### src/rtl/core/spfa_pkg.sv
// Shared constants and controller/datapath command and status types for the frame averager.
`timescale 1ns / 1ps

package spfa_pkg;

  localparam int unsigned ELEMENTS_DFLT  = 54;
  localparam int unsigned AVG_DEPTH_DFLT = 4;

  localparam int unsigned BYTE_W     = 8;
  localparam int unsigned VAL_W      = 12;
  localparam int unsigned IDX_W      = 6;
  localparam int unsigned SLOT_MAX_W = 4;

  localparam logic [BYTE_W-1:0] ID_BASE     = 8'h3d;
  localparam logic [BYTE_W-1:0] MARKER_OK   = 8'h01;
  localparam logic [BYTE_W-1:0] END_OK      = 8'h00;
  localparam logic [BYTE_W-1:0] NIBBLE_MASK = 8'h0f;
  localparam logic [VAL_W-1:0]  FULL_SCALE  = 12'hfff;

  typedef struct packed {
    logic                  accept;
    logic                  cur_rd;
    logic                  hist_wr;
    logic                  hist_rd;
    logic                  acc_clr;
    logic                  acc_add;
    logic                  mul;
    logic                  load;
    logic                  load_avg;
    logic [IDX_W-1:0]      elem;
    logic [SLOT_MAX_W-1:0] rd_slot;
  } cmd_t;

  typedef struct packed {
    logic push;
    logic avg_en;
  } sts_t;

endpackage

### src/rtl/core/spfa_if.sv
// Packet input and element output channel interfaces.
`timescale 1ns / 1ps

interface spfa_in_if;
  logic                        valid;
  logic                        ready;
  logic [spfa_pkg::BYTE_W-1:0] id_byte;
  logic [spfa_pkg::BYTE_W-1:0] marker_byte;
  logic [spfa_pkg::BYTE_W-1:0] value_high;
  logic [spfa_pkg::BYTE_W-1:0] value_low;
  logic [spfa_pkg::BYTE_W-1:0] end_byte;

  modport source (
    output valid, id_byte, marker_byte, value_high, value_low, end_byte,
    input  ready
  );
  modport sink (
    input  valid, id_byte, marker_byte, value_high, value_low, end_byte,
    output ready
  );
endinterface

interface spfa_out_if;
  logic                       valid;
  logic                       ready;
  logic [spfa_pkg::IDX_W-1:0] element_index;
  logic [spfa_pkg::VAL_W-1:0] element_value;
  logic                       last;

  modport source (
    output valid, element_index, element_value, last,
    input  ready
  );
  modport sink (
    input  valid, element_index, element_value, last,
    output ready
  );
endinterface

### src/rtl/core/spfa_ctrl.sv
// Sequencer for packet acceptance and per-element frame emission.
`timescale 1ns / 1ps

module spfa_ctrl #(
  parameter int unsigned ELEMENTS  = spfa_pkg::ELEMENTS_DFLT,
  parameter int unsigned AVG_DEPTH = spfa_pkg::AVG_DEPTH_DFLT
) (
  input  logic            clk,
  input  logic            rst_n,
  input  logic            in_valid,
  output logic            in_ready,
  output logic            out_valid,
  input  logic            out_ready,
  input  spfa_pkg::sts_t  sts,
  output spfa_pkg::cmd_t  cmd
);

  localparam int unsigned CurAw = $clog2(ELEMENTS);
  localparam int unsigned SlotW = (AVG_DEPTH > 1) ? $clog2(AVG_DEPTH) : 1;

  typedef enum logic [2:0] {
    IDLE,
    RD_CUR,
    WR_HIST,
    RD_HIST,
    ACC_LAST,
    MUL,
    LOAD
  } state_t;

  state_t            state_r, state_nxt;
  logic [CurAw-1:0]  elem_r, elem_nxt;
  logic [SlotW-1:0]  slot_j_r, slot_j_nxt;
  logic              out_vld_r, out_vld_nxt;
  logic              accept;
  logic              out_free;

  assign in_ready  = (state_r == IDLE);
  assign out_valid = out_vld_r;
  assign accept    = in_valid && in_ready;
  assign out_free  = !out_vld_r || out_ready;

  always_comb begin
    state_nxt   = state_r;
    elem_nxt    = elem_r;
    slot_j_nxt  = slot_j_r;
    out_vld_nxt = (out_vld_r && out_ready) ? 1'b0 : out_vld_r;

    cmd          = '0;
    cmd.accept   = accept;
    cmd.elem     = spfa_pkg::IDX_W'(elem_r);
    cmd.rd_slot  = spfa_pkg::SLOT_MAX_W'(slot_j_r);
    cmd.load_avg = sts.avg_en;

    unique case (state_r)
      IDLE: begin
        if (accept && sts.push) begin
          elem_nxt  = '0;
          state_nxt = RD_CUR;
        end
      end
      RD_CUR: begin
        cmd.cur_rd = 1'b1;
        state_nxt  = WR_HIST;
      end
      WR_HIST: begin
        cmd.hist_wr = 1'b1;
        cmd.acc_clr = 1'b1;
        slot_j_nxt  = '0;
        state_nxt   = sts.avg_en ? RD_HIST : LOAD;
      end
      RD_HIST: begin
        cmd.hist_rd = 1'b1;
        // data of the previous read lands now
        cmd.acc_add = (slot_j_r != '0);
        if (slot_j_r == SlotW'(AVG_DEPTH - 1)) begin
          state_nxt = ACC_LAST;
        end else begin
          slot_j_nxt = slot_j_r + 1'b1;
        end
      end
      ACC_LAST: begin
        cmd.acc_add = 1'b1;
        state_nxt   = MUL;
      end
      MUL: begin
        cmd.mul   = 1'b1;
        state_nxt = LOAD;
      end
      LOAD: begin
        // hold until the output register is free
        if (out_free) begin
          cmd.load    = 1'b1;
          out_vld_nxt = 1'b1;
          if (elem_r == CurAw'(ELEMENTS - 1)) begin
            state_nxt = IDLE;
          end else begin
            elem_nxt  = elem_r + 1'b1;
            state_nxt = RD_CUR;
          end
        end
      end
      default: state_nxt = IDLE;
    endcase
  end

  always_ff @(posedge clk) begin
    if (!rst_n) begin
      state_r   <= IDLE;
      elem_r    <= '0;
      slot_j_r  <= '0;
      out_vld_r <= 1'b0;
    end else begin
      state_r   <= state_nxt;
      elem_r    <= elem_nxt;
      slot_j_r  <= slot_j_nxt;
      out_vld_r <= out_vld_nxt;
    end
  end

endmodule

### src/rtl/core/spfa_dp.sv
// Packet check, frame and history memories, ring accumulation and output register.
`timescale 1ns / 1ps

module spfa_dp #(
  parameter int unsigned ELEMENTS  = spfa_pkg::ELEMENTS_DFLT,
  parameter int unsigned AVG_DEPTH = spfa_pkg::AVG_DEPTH_DFLT
) (
  input  logic                          clk,
  input  logic                          rst_n,
  input  logic [spfa_pkg::BYTE_W-1:0]   in_id_byte,
  input  logic [spfa_pkg::BYTE_W-1:0]   in_marker_byte,
  input  logic [spfa_pkg::BYTE_W-1:0]   in_value_high,
  input  logic [spfa_pkg::BYTE_W-1:0]   in_value_low,
  input  logic [spfa_pkg::BYTE_W-1:0]   in_end_byte,
  input  logic                          cfg_we,
  input  logic                          cfg_wdata,
  input  spfa_pkg::cmd_t                cmd,
  output spfa_pkg::sts_t                sts,
  output logic [spfa_pkg::IDX_W-1:0]    out_element_index,
  output logic [spfa_pkg::VAL_W-1:0]    out_element_value,
  output logic                          out_last
);

  localparam int unsigned VW         = spfa_pkg::VAL_W;
  localparam int unsigned CurAw      = $clog2(ELEMENTS);
  localparam int unsigned SlotW      = (AVG_DEPTH > 1) ? $clog2(AVG_DEPTH) : 1;
  localparam int unsigned HistDepth  = AVG_DEPTH * ELEMENTS;
  localparam int unsigned HistAw     = $clog2(HistDepth);
  localparam int unsigned RunW       = $clog2(ELEMENTS + 2);
  localparam int unsigned SumW       = VW + $clog2(AVG_DEPTH);
  // exact floor division of a SumW-bit sum by AVG_DEPTH via rounded-up reciprocal
  localparam int unsigned RecipShift = SumW + $clog2(AVG_DEPTH);
  localparam int unsigned RecipW     = RecipShift + 1;
  localparam longint unsigned RecipL =
    ((64'd1 << RecipShift) + 64'(AVG_DEPTH) - 64'd1) / 64'(AVG_DEPTH);
  localparam logic [RecipW-1:0] Recip = RecipW'(RecipL);
  localparam int unsigned ProdW      = SumW + RecipW;

  logic [VW-1:0]     cur_mem  [ELEMENTS];
  logic [VW-1:0]     hist_mem [HistDepth];

  logic [VW-1:0]     cur_q_r;
  logic [VW-1:0]     hist_q_r;
  logic              rd_vld_r;
  logic [SumW-1:0]   acc_r;
  logic [ProdW-1:0]  prod_r;

  logic [SlotW-1:0]     slot_r, slot_nxt;
  logic [AVG_DEPTH-1:0] row_vld_r;
  logic [CurAw-1:0]     prev_r;
  logic [RunW-1:0]      run_r, run_nxt;
  logic                 avg_en_r;

  logic [spfa_pkg::BYTE_W-1:0] id_off;
  logic [CurAw-1:0]            idx, exp_idx, elem;
  logic [SlotW-1:0]            rd_slot;
  logic                        pkt_ok, pkt_wr;
  logic [VW-1:0]               reading;
  logic [HistAw-1:0]           hist_wa, hist_ra;

  // ids below the base wrap to a large offset and fail the range test too
  assign id_off  = in_id_byte - spfa_pkg::ID_BASE;
  assign idx     = id_off[CurAw-1:0];
  assign pkt_ok  = (id_off < spfa_pkg::BYTE_W'(ELEMENTS))
                && (in_marker_byte == spfa_pkg::MARKER_OK)
                && (in_end_byte == spfa_pkg::END_OK);
  assign pkt_wr  = cmd.accept && pkt_ok;
  assign reading = spfa_pkg::FULL_SCALE
                 - {in_value_high[3:0] & spfa_pkg::NIBBLE_MASK[3:0], in_value_low};

  assign exp_idx = (prev_r == CurAw'(ELEMENTS - 1)) ? '0 : prev_r + 1'b1;

  always_comb begin
    if (idx != exp_idx) begin
      run_nxt = '0;
    end else if (run_r < RunW'(ELEMENTS + 1)) begin
      run_nxt = run_r + 1'b1;
    end else begin
      run_nxt = run_r;
    end
  end

  assign slot_nxt   = (slot_r == SlotW'(AVG_DEPTH - 1)) ? '0 : slot_r + 1'b1;
  assign sts.push   = pkt_ok && (run_nxt > RunW'(ELEMENTS))
                   && (idx == CurAw'(ELEMENTS - 1));
  assign sts.avg_en = avg_en_r;

  assign elem    = cmd.elem[CurAw-1:0];
  assign rd_slot = cmd.rd_slot[SlotW-1:0];
  assign hist_wa = HistAw'(slot_r) * HistAw'(ELEMENTS) + HistAw'(elem);
  assign hist_ra = HistAw'(rd_slot) * HistAw'(ELEMENTS) + HistAw'(elem);

  always_ff @(posedge clk) begin
    if (pkt_wr) begin
      cur_mem[idx] <= reading;
    end
    if (cmd.cur_rd) begin
      cur_q_r <= cur_mem[elem];
    end
  end

  always_ff @(posedge clk) begin
    if (cmd.hist_wr) begin
      hist_mem[hist_wa] <= cur_q_r;
    end
    if (cmd.hist_rd) begin
      hist_q_r <= hist_mem[hist_ra];
    end
  end

  always_ff @(posedge clk) begin
    if (!rst_n) begin
      slot_r    <= '0;
      row_vld_r <= '0;
      prev_r    <= '0;
      run_r     <= '0;
      avg_en_r  <= 1'b1;
      rd_vld_r  <= 1'b0;
    end else begin
      if (cfg_we) begin
        avg_en_r <= cfg_wdata;
      end
      if (pkt_wr) begin
        prev_r <= idx;
        run_r  <= run_nxt;
        // advance the ring before the frame copy lands in the new slot
        if (sts.push) begin
          slot_r              <= slot_nxt;
          row_vld_r[slot_nxt] <= 1'b1;
        end
      end
      if (cmd.hist_rd) begin
        rd_vld_r <= row_vld_r[rd_slot];
      end
    end
  end

  always_ff @(posedge clk) begin
    if (cmd.acc_clr) begin
      acc_r <= '0;
    end else if (cmd.acc_add) begin
      acc_r <= acc_r + (rd_vld_r ? SumW'(hist_q_r) : '0);
    end
    if (cmd.mul) begin
      prod_r <= ProdW'(acc_r) * ProdW'(Recip);
    end
    if (cmd.load) begin
      out_element_index <= spfa_pkg::IDX_W'(elem);
      out_element_value <= cmd.load_avg ? prod_r[RecipShift +: VW] : cur_q_r;
      out_last          <= (elem == CurAw'(ELEMENTS - 1));
    end
  end

endmodule

### src/rtl/core/sensor_packet_frame_averager.sv
// Non-final packets are taken without leaving idle; in_ready stays high between frames.
// A frame-end packet emits ELEMENTS beats; each steps through RD_CUR, WR_HIST, RD_HIST, ACC_LAST, MUL
// and LOAD with averaging on, or RD_CUR, WR_HIST and LOAD with it off, bounded by one history memory read per cycle.
// An output register holds each beat, so the next element computes while it waits.
// Reset (rst_n low, synchronous) clears control and the history ring's valid flags, and sets averaging on.
`timescale 1ns / 1ps

module sensor_packet_frame_averager #(
  parameter int unsigned ELEMENTS  = spfa_pkg::ELEMENTS_DFLT,
  parameter int unsigned AVG_DEPTH = spfa_pkg::AVG_DEPTH_DFLT
) (
  input  logic       clk,
  input  logic       rst_n,
  spfa_in_if.sink    in_if,
  spfa_out_if.source out_if,
  input  logic       cfg_we,
  input  logic       cfg_wdata
);

  spfa_pkg::cmd_t cmd;
  spfa_pkg::sts_t sts;

  spfa_ctrl #(
    .ELEMENTS  (ELEMENTS),
    .AVG_DEPTH (AVG_DEPTH)
  ) u_ctrl (
    .clk       (clk),
    .rst_n     (rst_n),
    .in_valid  (in_if.valid),
    .in_ready  (in_if.ready),
    .out_valid (out_if.valid),
    .out_ready (out_if.ready),
    .sts       (sts),
    .cmd       (cmd)
  );

  spfa_dp #(
    .ELEMENTS  (ELEMENTS),
    .AVG_DEPTH (AVG_DEPTH)
  ) u_dp (
    .clk               (clk),
    .rst_n             (rst_n),
    .in_id_byte        (in_if.id_byte),
    .in_marker_byte    (in_if.marker_byte),
    .in_value_high     (in_if.value_high),
    .in_value_low      (in_if.value_low),
    .in_end_byte       (in_if.end_byte),
    .cfg_we            (cfg_we),
    .cfg_wdata         (cfg_wdata),
    .cmd               (cmd),
    .sts               (sts),
    .out_element_index (out_if.element_index),
    .out_element_value (out_if.element_value),
    .out_last          (out_if.last)
  );

endmodule

### src/flat_wrapper.sv
// flat-port wrapper written by rule: the top's interface ports become plain ports
module sensor_packet_frame_averager_flat 
#(
  parameter int unsigned ELEMENTS  = spfa_pkg::ELEMENTS_DFLT,
  parameter int unsigned AVG_DEPTH = spfa_pkg::AVG_DEPTH_DFLT
)
  (clk, rst_n, cfg_we, cfg_wdata, in_if_valid, in_if_id_byte, in_if_marker_byte, in_if_value_high, in_if_value_low, in_if_end_byte, in_if_ready, out_if_valid, out_if_element_index, out_if_element_value, out_if_last, out_if_ready);
  spfa_in_if in_if_i ();
  spfa_out_if out_if_i ();
  input  logic clk;
  input  logic rst_n;
  input  logic cfg_we;
  input  logic cfg_wdata;
  input wire logic [$bits(in_if_i.valid)-1:0] in_if_valid;
  input wire logic [$bits(in_if_i.id_byte)-1:0] in_if_id_byte;
  input wire logic [$bits(in_if_i.marker_byte)-1:0] in_if_marker_byte;
  input wire logic [$bits(in_if_i.value_high)-1:0] in_if_value_high;
  input wire logic [$bits(in_if_i.value_low)-1:0] in_if_value_low;
  input wire logic [$bits(in_if_i.end_byte)-1:0] in_if_end_byte;
  output wire logic [$bits(in_if_i.ready)-1:0] in_if_ready;
  output wire logic [$bits(out_if_i.valid)-1:0] out_if_valid;
  output wire logic [$bits(out_if_i.element_index)-1:0] out_if_element_index;
  output wire logic [$bits(out_if_i.element_value)-1:0] out_if_element_value;
  output wire logic [$bits(out_if_i.last)-1:0] out_if_last;
  input wire logic [$bits(out_if_i.ready)-1:0] out_if_ready;
  assign in_if_i.valid = in_if_valid;
  assign in_if_i.id_byte = in_if_id_byte;
  assign in_if_i.marker_byte = in_if_marker_byte;
  assign in_if_i.value_high = in_if_value_high;
  assign in_if_i.value_low = in_if_value_low;
  assign in_if_i.end_byte = in_if_end_byte;
  assign in_if_ready = in_if_i.ready;
  assign out_if_valid = out_if_i.valid;
  assign out_if_element_index = out_if_i.element_index;
  assign out_if_element_value = out_if_i.element_value;
  assign out_if_last = out_if_i.last;
  assign out_if_i.ready = out_if_ready;
  sensor_packet_frame_averager #(.ELEMENTS(ELEMENTS), .AVG_DEPTH(AVG_DEPTH)) u_core (.clk(clk), .rst_n(rst_n), .in_if(in_if_i), .out_if(out_if_i), .cfg_we(cfg_we), .cfg_wdata(cfg_wdata));
endmodule
### config.mk
export PLATFORM = sky130hd
export DESIGN_NAME = sensor_packet_frame_averager_flat
export DESIGN_NICKNAME = d
export VERILOG_FILES = /design/src/rtl/core/spfa_pkg.sv /design/src/rtl/core/spfa_if.sv /design/src/rtl/core/spfa_ctrl.sv /design/src/rtl/core/spfa_dp.sv /design/src/rtl/core/sensor_packet_frame_averager.sv /design/src/flat_wrapper.sv
export SDC_FILE = /design/constraint.sdc
export NUM_CORES = 2
export LEC_CHECK = 0
export BUFFER_PORTS_ARGS = -buffer_cell sky130_fd_sc_hd__buf_4
export CORE_ASPECT_RATIO = 1.2
export CORE_MARGIN = 8
export CORE_UTILIZATION = 45
export DETAILED_ROUTE_END_ITERATION = 8
export HOLD_SLACK_MARGIN = 0.03
export PLACE_DENSITY_LB_ADDON = 0.15
export REMOVE_ABC_BUFFERS = 1
export SLEW_MARGIN = 15
export SYNTH_ARGS = -nofsm -noshare
export SYNTH_HDL_FRONTEND = slang
export SYNTH_SLANG_ARGS = --single-unit
### constraint.sdc
create_clock -name clk -period 4.7 [get_ports clk]
set_input_delay 0.235 -clock clk [delete_from_list [all_inputs] [get_ports clk]]
set_output_delay 0.235 -clock clk [all_outputs]
set_load 0.02 [all_outputs]
Word-level counts from Yosys, hierarchy flattened
Memory sizes are Yosys's and may differ from the RTL's. A register that Yosys moved wholly into a read port is not among the register bits.
Index checks and enable logic that the tools add are counted.
Operators by class
  add/subtract/negate cells: 10
  multipliers: 2
  $lt $le $gt $ge: 6
  reductions and logical operators: 20
  bitwise logic cells: 1
  mux-type cells: 36
  equality and inequality tests: 18
Operators by type and width (number)
  6-bit 2-to-1 mux: 6
  12-bit 2-to-1 mux: 2
  3-bit case mux with 7 select lines: 1
  6-bit by 1-bit adder with 6-bit output, second input constant: 3
  6-bit == test, second input constant: 3
  8-bit by 6-bit adder with 8-bit output: 2
  1-bit 2-to-1 mux: 16
  14-bit by 12-bit adder with 14-bit output: 1
  2-bit by 5-bit multiplier with 7-bit output, second input constant: 2
  3-bit 2-to-1 mux: 4
  6-bit case mux with 2 select lines: 1
  12-bit subtractor, first input constant: 1
  3-bit == test, second input constant: 3
  1-bit logical AND: 9
  8-bit by 1-bit == test with 1-bit output, second input constant: 1
  8-bit logical NOT: 1
  8-bit by 6-bit < comparator with 1-bit output, second input constant: 1
  2-bit != test, second input constant: 4
  8-bit by 6-bit subtractor with 8-bit output, second input constant: 1
  3-bit by 2-bit == test with 1-bit output, second input constant: 2
  6-bit greater-than comparator, second input constant: 1
  2-bit by 3-bit < comparator with 1-bit output, second input constant: 2
  6-bit < comparator, second input constant: 1
  6-bit != test: 1
  18 further kinds: 24
Storage, ports and cells
  memories: 2
  RAM bits: 3240
  flip-flop bits (word level): 79
  input bits: 46
  output and inout port bits: 21
Memory list
  u_core.u_dp.hist_mem: depth 216, bits a word 12, rd ports 1, clocked after Yosys merged registers in 1, wr ports 1, RTL line spfa_dp.sv:40  | logic [VW-1:0] hist_mem [HistDepth];
  u_core.u_dp.cur_mem: depth 54, bits a word 12, rd ports 1, clocked after Yosys merged registers in 1, wr ports 1, RTL line spfa_dp.sv:39  | logic [VW-1:0] cur_mem [ELEMENTS];

Depth between registers and ports, before layout
  depth after elaboration: 10
  depth in mapped cells: 15
  depth with buffers taken out: 12

By module
A second synthesis with hierarchy kept.
Second synthesis, totals
  cell total of the unflattened synthesis: 5860
  area, all modules: 130889.3 um^2
By module, submodules not included
  spfa_dp: cells an instance 5749, instances 1, area an instance 130021.0 um^2, sequential area each 99625.5 um^2
  spfa_ctrl: cells an instance 111, instances 1, area an instance 868.3 um^2, sequential area each 240.2 um^2

Worst setup path after synthesis
Ideal clock, no wire load.
  path kind: register to register
  start: register u_core.u_ctrl.elem_r[2]
  end: memory u_core.u_dp.hist_mem[128][0] in the netlist's numbering (enable)
  library setup time: 0.380 ns
  required time: 4.320 ns
  arrival: 3.392 ns
  slack: 0.927 ns
  stages on the path, launching flop included: 14
  path through: dfxtp_1 > clkbuf_1 > clkinv_1 > clkbuf_1 > fa_1 > nor2b_1 > o21ai_0 > a21boi_0 > o21ai_0 > xor2_1 > nor2_1 > nand2_1 > clkbuf_1 > nor2_1
On the way
  cells in the longest elaborated chain, start to end: 1
Ends and longest elaborated chain
  start: declaration: RTL line spfa_ctrl.sv:32  | logic [CurAw-1:0] elem_r, elem_nxt;
  start signal: assignment: RTL line spfa_ctrl.sv:115  | elem_r <= elem_nxt;
  8-bit by 6-bit adder with 8-bit output: RTL line spfa_dp.sv:90  | assign hist_wa = HistAw'(slot_r) * HistAw'(ELEMENTS) + HistAw'(elem);
  end: declaration: RTL line spfa_dp.sv:40
No other way between the ends.

Worst setup path after layout
  start: register u_core.u_dp.slot_r[0]
  end: memory u_core.u_dp.hist_mem[130][7] in the netlist's numbering (enable)
On the way
  cells in the longest elaborated chain, start to end: 2
Ends and longest elaborated chain
  start: declaration: RTL line spfa_dp.sv:48  | logic [SlotW-1:0] slot_r, slot_nxt;
  start signal: assignment: RTL line spfa_dp.sv:128  | slot_r <= slot_nxt;
  2-bit by 5-bit multiplier with 7-bit output: RTL line spfa_dp.sv:90
  8-bit by 6-bit adder with 8-bit output: RTL line spfa_dp.sv:90
No other way between the ends.

==> metrics <==
fin. max-slew vios=0; Sw Ratio=19.3%; Area growth, synth to finish=14.8%; initial antenna violation count=10; Inst Count DP=around 10,000; WL final=approximately 340,000 µm; core area=~290,000 µm²; ys flop type=edfxtp_1; Die Height=~610 µm; CTS tree=built; final setup fails=0; Crit. End Element=flop; via count=~64,000; Async S/R FF share, synth=0%; Hold Violations, Final=0; required time of the critical path=5.27 ns; Top Ports=67; per-cell routed wire length=31.3 µm; Seq pwr share=a little under three fifths; vias in the first global route=65,111; Final Net Count=about 6,800; Synth Warn #=0; proportion of layout cells with a drive suffix above 1=~29%; Synth Area per Inst=around 21 µm²; drt pass-1 iters=8; post-DP HPWL=approximately 210,000 µm; Distinct cells, synth=85; Internal=roughly 47,000 µW; Hold Path Class=in -> reg; Hold Startpoint=in_if_value_low[6]; critical path class=reg -> reg; Initial Utilization=approximately 45%; Psw=roughly 11,000 µW; Die Area=~300,000 µm²; Post-synth EDFFs=3,295; Slew Limit Headroom=a little under an eighth; worst hold stages=3; RSZ-0062 raised after global routing=true; clock share of power=between 40% and 50%; largest net degree at the start of global routing=190; Synth Cell Area=130,000 µm²; RR Endpoint=u_core.u_dp.hist_mem[130][7]; Worst-Skew Late Latency=just under 0.9 ns; top-count cell post-synth=edfxtp_1; combinational cell fraction of total power=less than 1%; post-synthesis sequential area ratio=around 77%; all-layer global routing usage=about 22%; clk buf depth=4; antenna-violating nets left=0; fin crit share=between 90% and 100%; status=complete, no violations; CTS buffer count=336; top-area cell type share of the netlist area=approximately 76%; #FFs+latches synth=3,341; Setup Skew=between 0.04 and 0.05 ns; Worst Tran Pin Value=1.32 ns; crit path launch type=flop; total power=about 59,000 µW; worst-path fanout max=10; gpl congestion=between 0.8 and 0.9; initial DRC count=about 6,600; Hold Path End=u_core.u_dp.cur_mem[4][6]; Reg2Reg Depth=13; Max Cap Viol=0; f_max=217 MHz; synth cell count leaders=edfxtp_1, mux4_2, nand2_1; power per cell area=about 390 nW/µm²; r2r startpoint=u_core.u_dp.slot_r[0]; Leakage=about 0.047 µW; vias per cell=5.92; Post-route DRC=0; CTS Root Cell=clkbuf_16; IO buf count=slightly above 60; r2r setup slk=0.09 ns; top post-synthesis cells by area=edfxtp_1, mux4_2, nand2_1; global-route wire length before repair=a little under 500,000 µm; CP arrival=5.18 ns; final design utilization=51.9%; Max VDD drop=~0.25 mV; fin crit period=4.61 ns; width of the die=507 µm; Post-Synthesis Cells=6,140; non-filler instance count after layout=between 10,000 and 15,000; CTS sink count=approximately 3,300; largest area contributor in the netlist=edfxtp_1; GRT overflow=0; row count=between 200 and 250; setup bufs post-CTS=0; H-tree levels=5; Clock Pin Slew Worst Setup and Hold Paths=roughly 0.060 ns
-- cell usage in the layout (no fill, tap or decap), types with 59 or more instances in the layout --
cell type	netlist	routed
nor2_1	367	338
edfxtp_1	3295	3295
buf_4	32	524
mux4_2	899	899
clkbuf_1	193	82
mux2i_1	63	62
clkinv_1	1	76
a21oi_1	59	59
nand3_1	121	121
clkbuf_16	0	343
nand2_1	393	388
-- state kept, by name (all words and copies together) (netlist names) --
register	count
u_core.u_dp.rd_vld_r	1
u_core.u_dp.run_r	6
u_core.u_dp.acc_r	14
u_core.u_dp.row_vld_r	4
u_core.u_dp.out_element_value	12
u_core.u_dp.cur_mem	648
u_core.u_ctrl.slot_j_r	2
u_core.u_ctrl.elem_r	6
u_core.u_dp.out_last	1
u_core.u_dp.hist_q_r	12
u_core.u_dp.cur_q_r	12
u_core.u_ctrl.out_valid	1
u_core.u_dp.slot_r	2
u_core.u_dp.prod_r	12
u_core.u_dp.prev_r	6
u_core.u_dp.hist_mem	2592
u_core.u_dp.out_element_index	6
u_core.u_dp.avg_en_r	1
u_core.u_ctrl.state_r	3
-- layer usage --
layer / global-route usage (%) / up-vias / part of all wire (%)
met5: 0 / - / 0.013
met4: 6.06 / 8 / 3.0
met3: 3.77 / 489 / 6.6
met2: 36.5 / 2336 / 50
met1: 29.5 / 34583 / 41
li1: - / 26699 / -
-- cell families after synthesis --
group / Yosys count / share of synthesized area [%]
and+or+nand+nor: 1038 / 3.44
AOI/OAI and AO/OA: 325 / 1.74
DFF: 3341 / 76.6
adders and majority gates: 43 / 0.430
xor gates and xnor gates: 39 / 0.299
buffers and inverters: 377 / 1.32
muxes: 977 / 16.1
-- final cells by class --
cell class                      count  area, µm²
Clock inverter                    174       1570
Tap cell                         3815       4770
Antenna cell                        3       7.51
Timing Repair Buffer              607       5290
Sequential cell                  3341      99900
Multi-Input combinational cell   2422      29000
Fill cell                       22540     139000
Inverter                           40        150
Clock buffer                      428       8930
-- metrics by stage --
step	area, µm²	TNS, ns	setup slack [ns]	hold WS [ns]
finish	150000	0	0.0898	0.0757
global route	150000	-18.20	-0.184	0.0777
CTS	150000	0	0.101	0.0303
detailed placement	139000	0	0.110	0.464
global placement	139000	0	0.0965	0.449
floorplan	129000	-	-32.54	0.297
-- worst max path at each step --
stage / slack, ns / to / start / depth (start not counted)
after floorplan: -32.54 / u_core.u_dp.out_element_index[0] / u_core.u_ctrl.elem_r[0] / 0
after global placement: 0.1 / u_core.u_dp.hist_q_r[9] / u_core.u_ctrl.slot_j_r[1] / 11
after detailed placement: 0.11 / u_core.u_dp.hist_q_r[9] / u_core.u_ctrl.slot_j_r[1] / 11
after CTS: 0.10 / u_core.u_dp.hist_q_r[9] / u_core.u_ctrl.slot_j_r[1] / 11
after global routing: -0.18 / u_core.u_dp.hist_mem[130][3] / u_core.u_dp.slot_r[0] / 13
final: 0.09 / u_core.u_dp.hist_mem[130][7] / u_core.u_dp.slot_r[0] / 13
-- power by group through the flow --
stage | clock network [µW] | logic, µW | registers [µW]
6_report | 26000 | 230 | 32300
4_1_cts | 26500 | 232 | 32300
3_3_place_gp | 0 | 199 | 32900
3_5_place_dp | 0 | 211 | 32900
2_1_floorplan | 0 | 92.4 | 32900
5_1_grt | 27600 | 249 | 32300
-- timing repair --
action | in CTS | in global routing
setup endpoints to repair | 0 | 277
hold buffers | 31 | 0
endpoints found under the hold margin | 541 | 0
gates resized for setup | 0 | 3
-- worst max-delay path: stages (launching register included) --
cell and delay [ns]:
dfxtp_1 0.48, inv_1 0.13, ha_1 0.32, inv_1 0.07, fa_1 0.43, nor2b_1 0.13, o21ai_0 0.11, a21boi_0 0.31
o21ai_0 0.21, xor2_1 0.20, nor2_1 0.48, nand2_1 0.60, nor2_1 0.56, buf_4 0.27
Note: power is estimated with default switching activity, not from simulation.
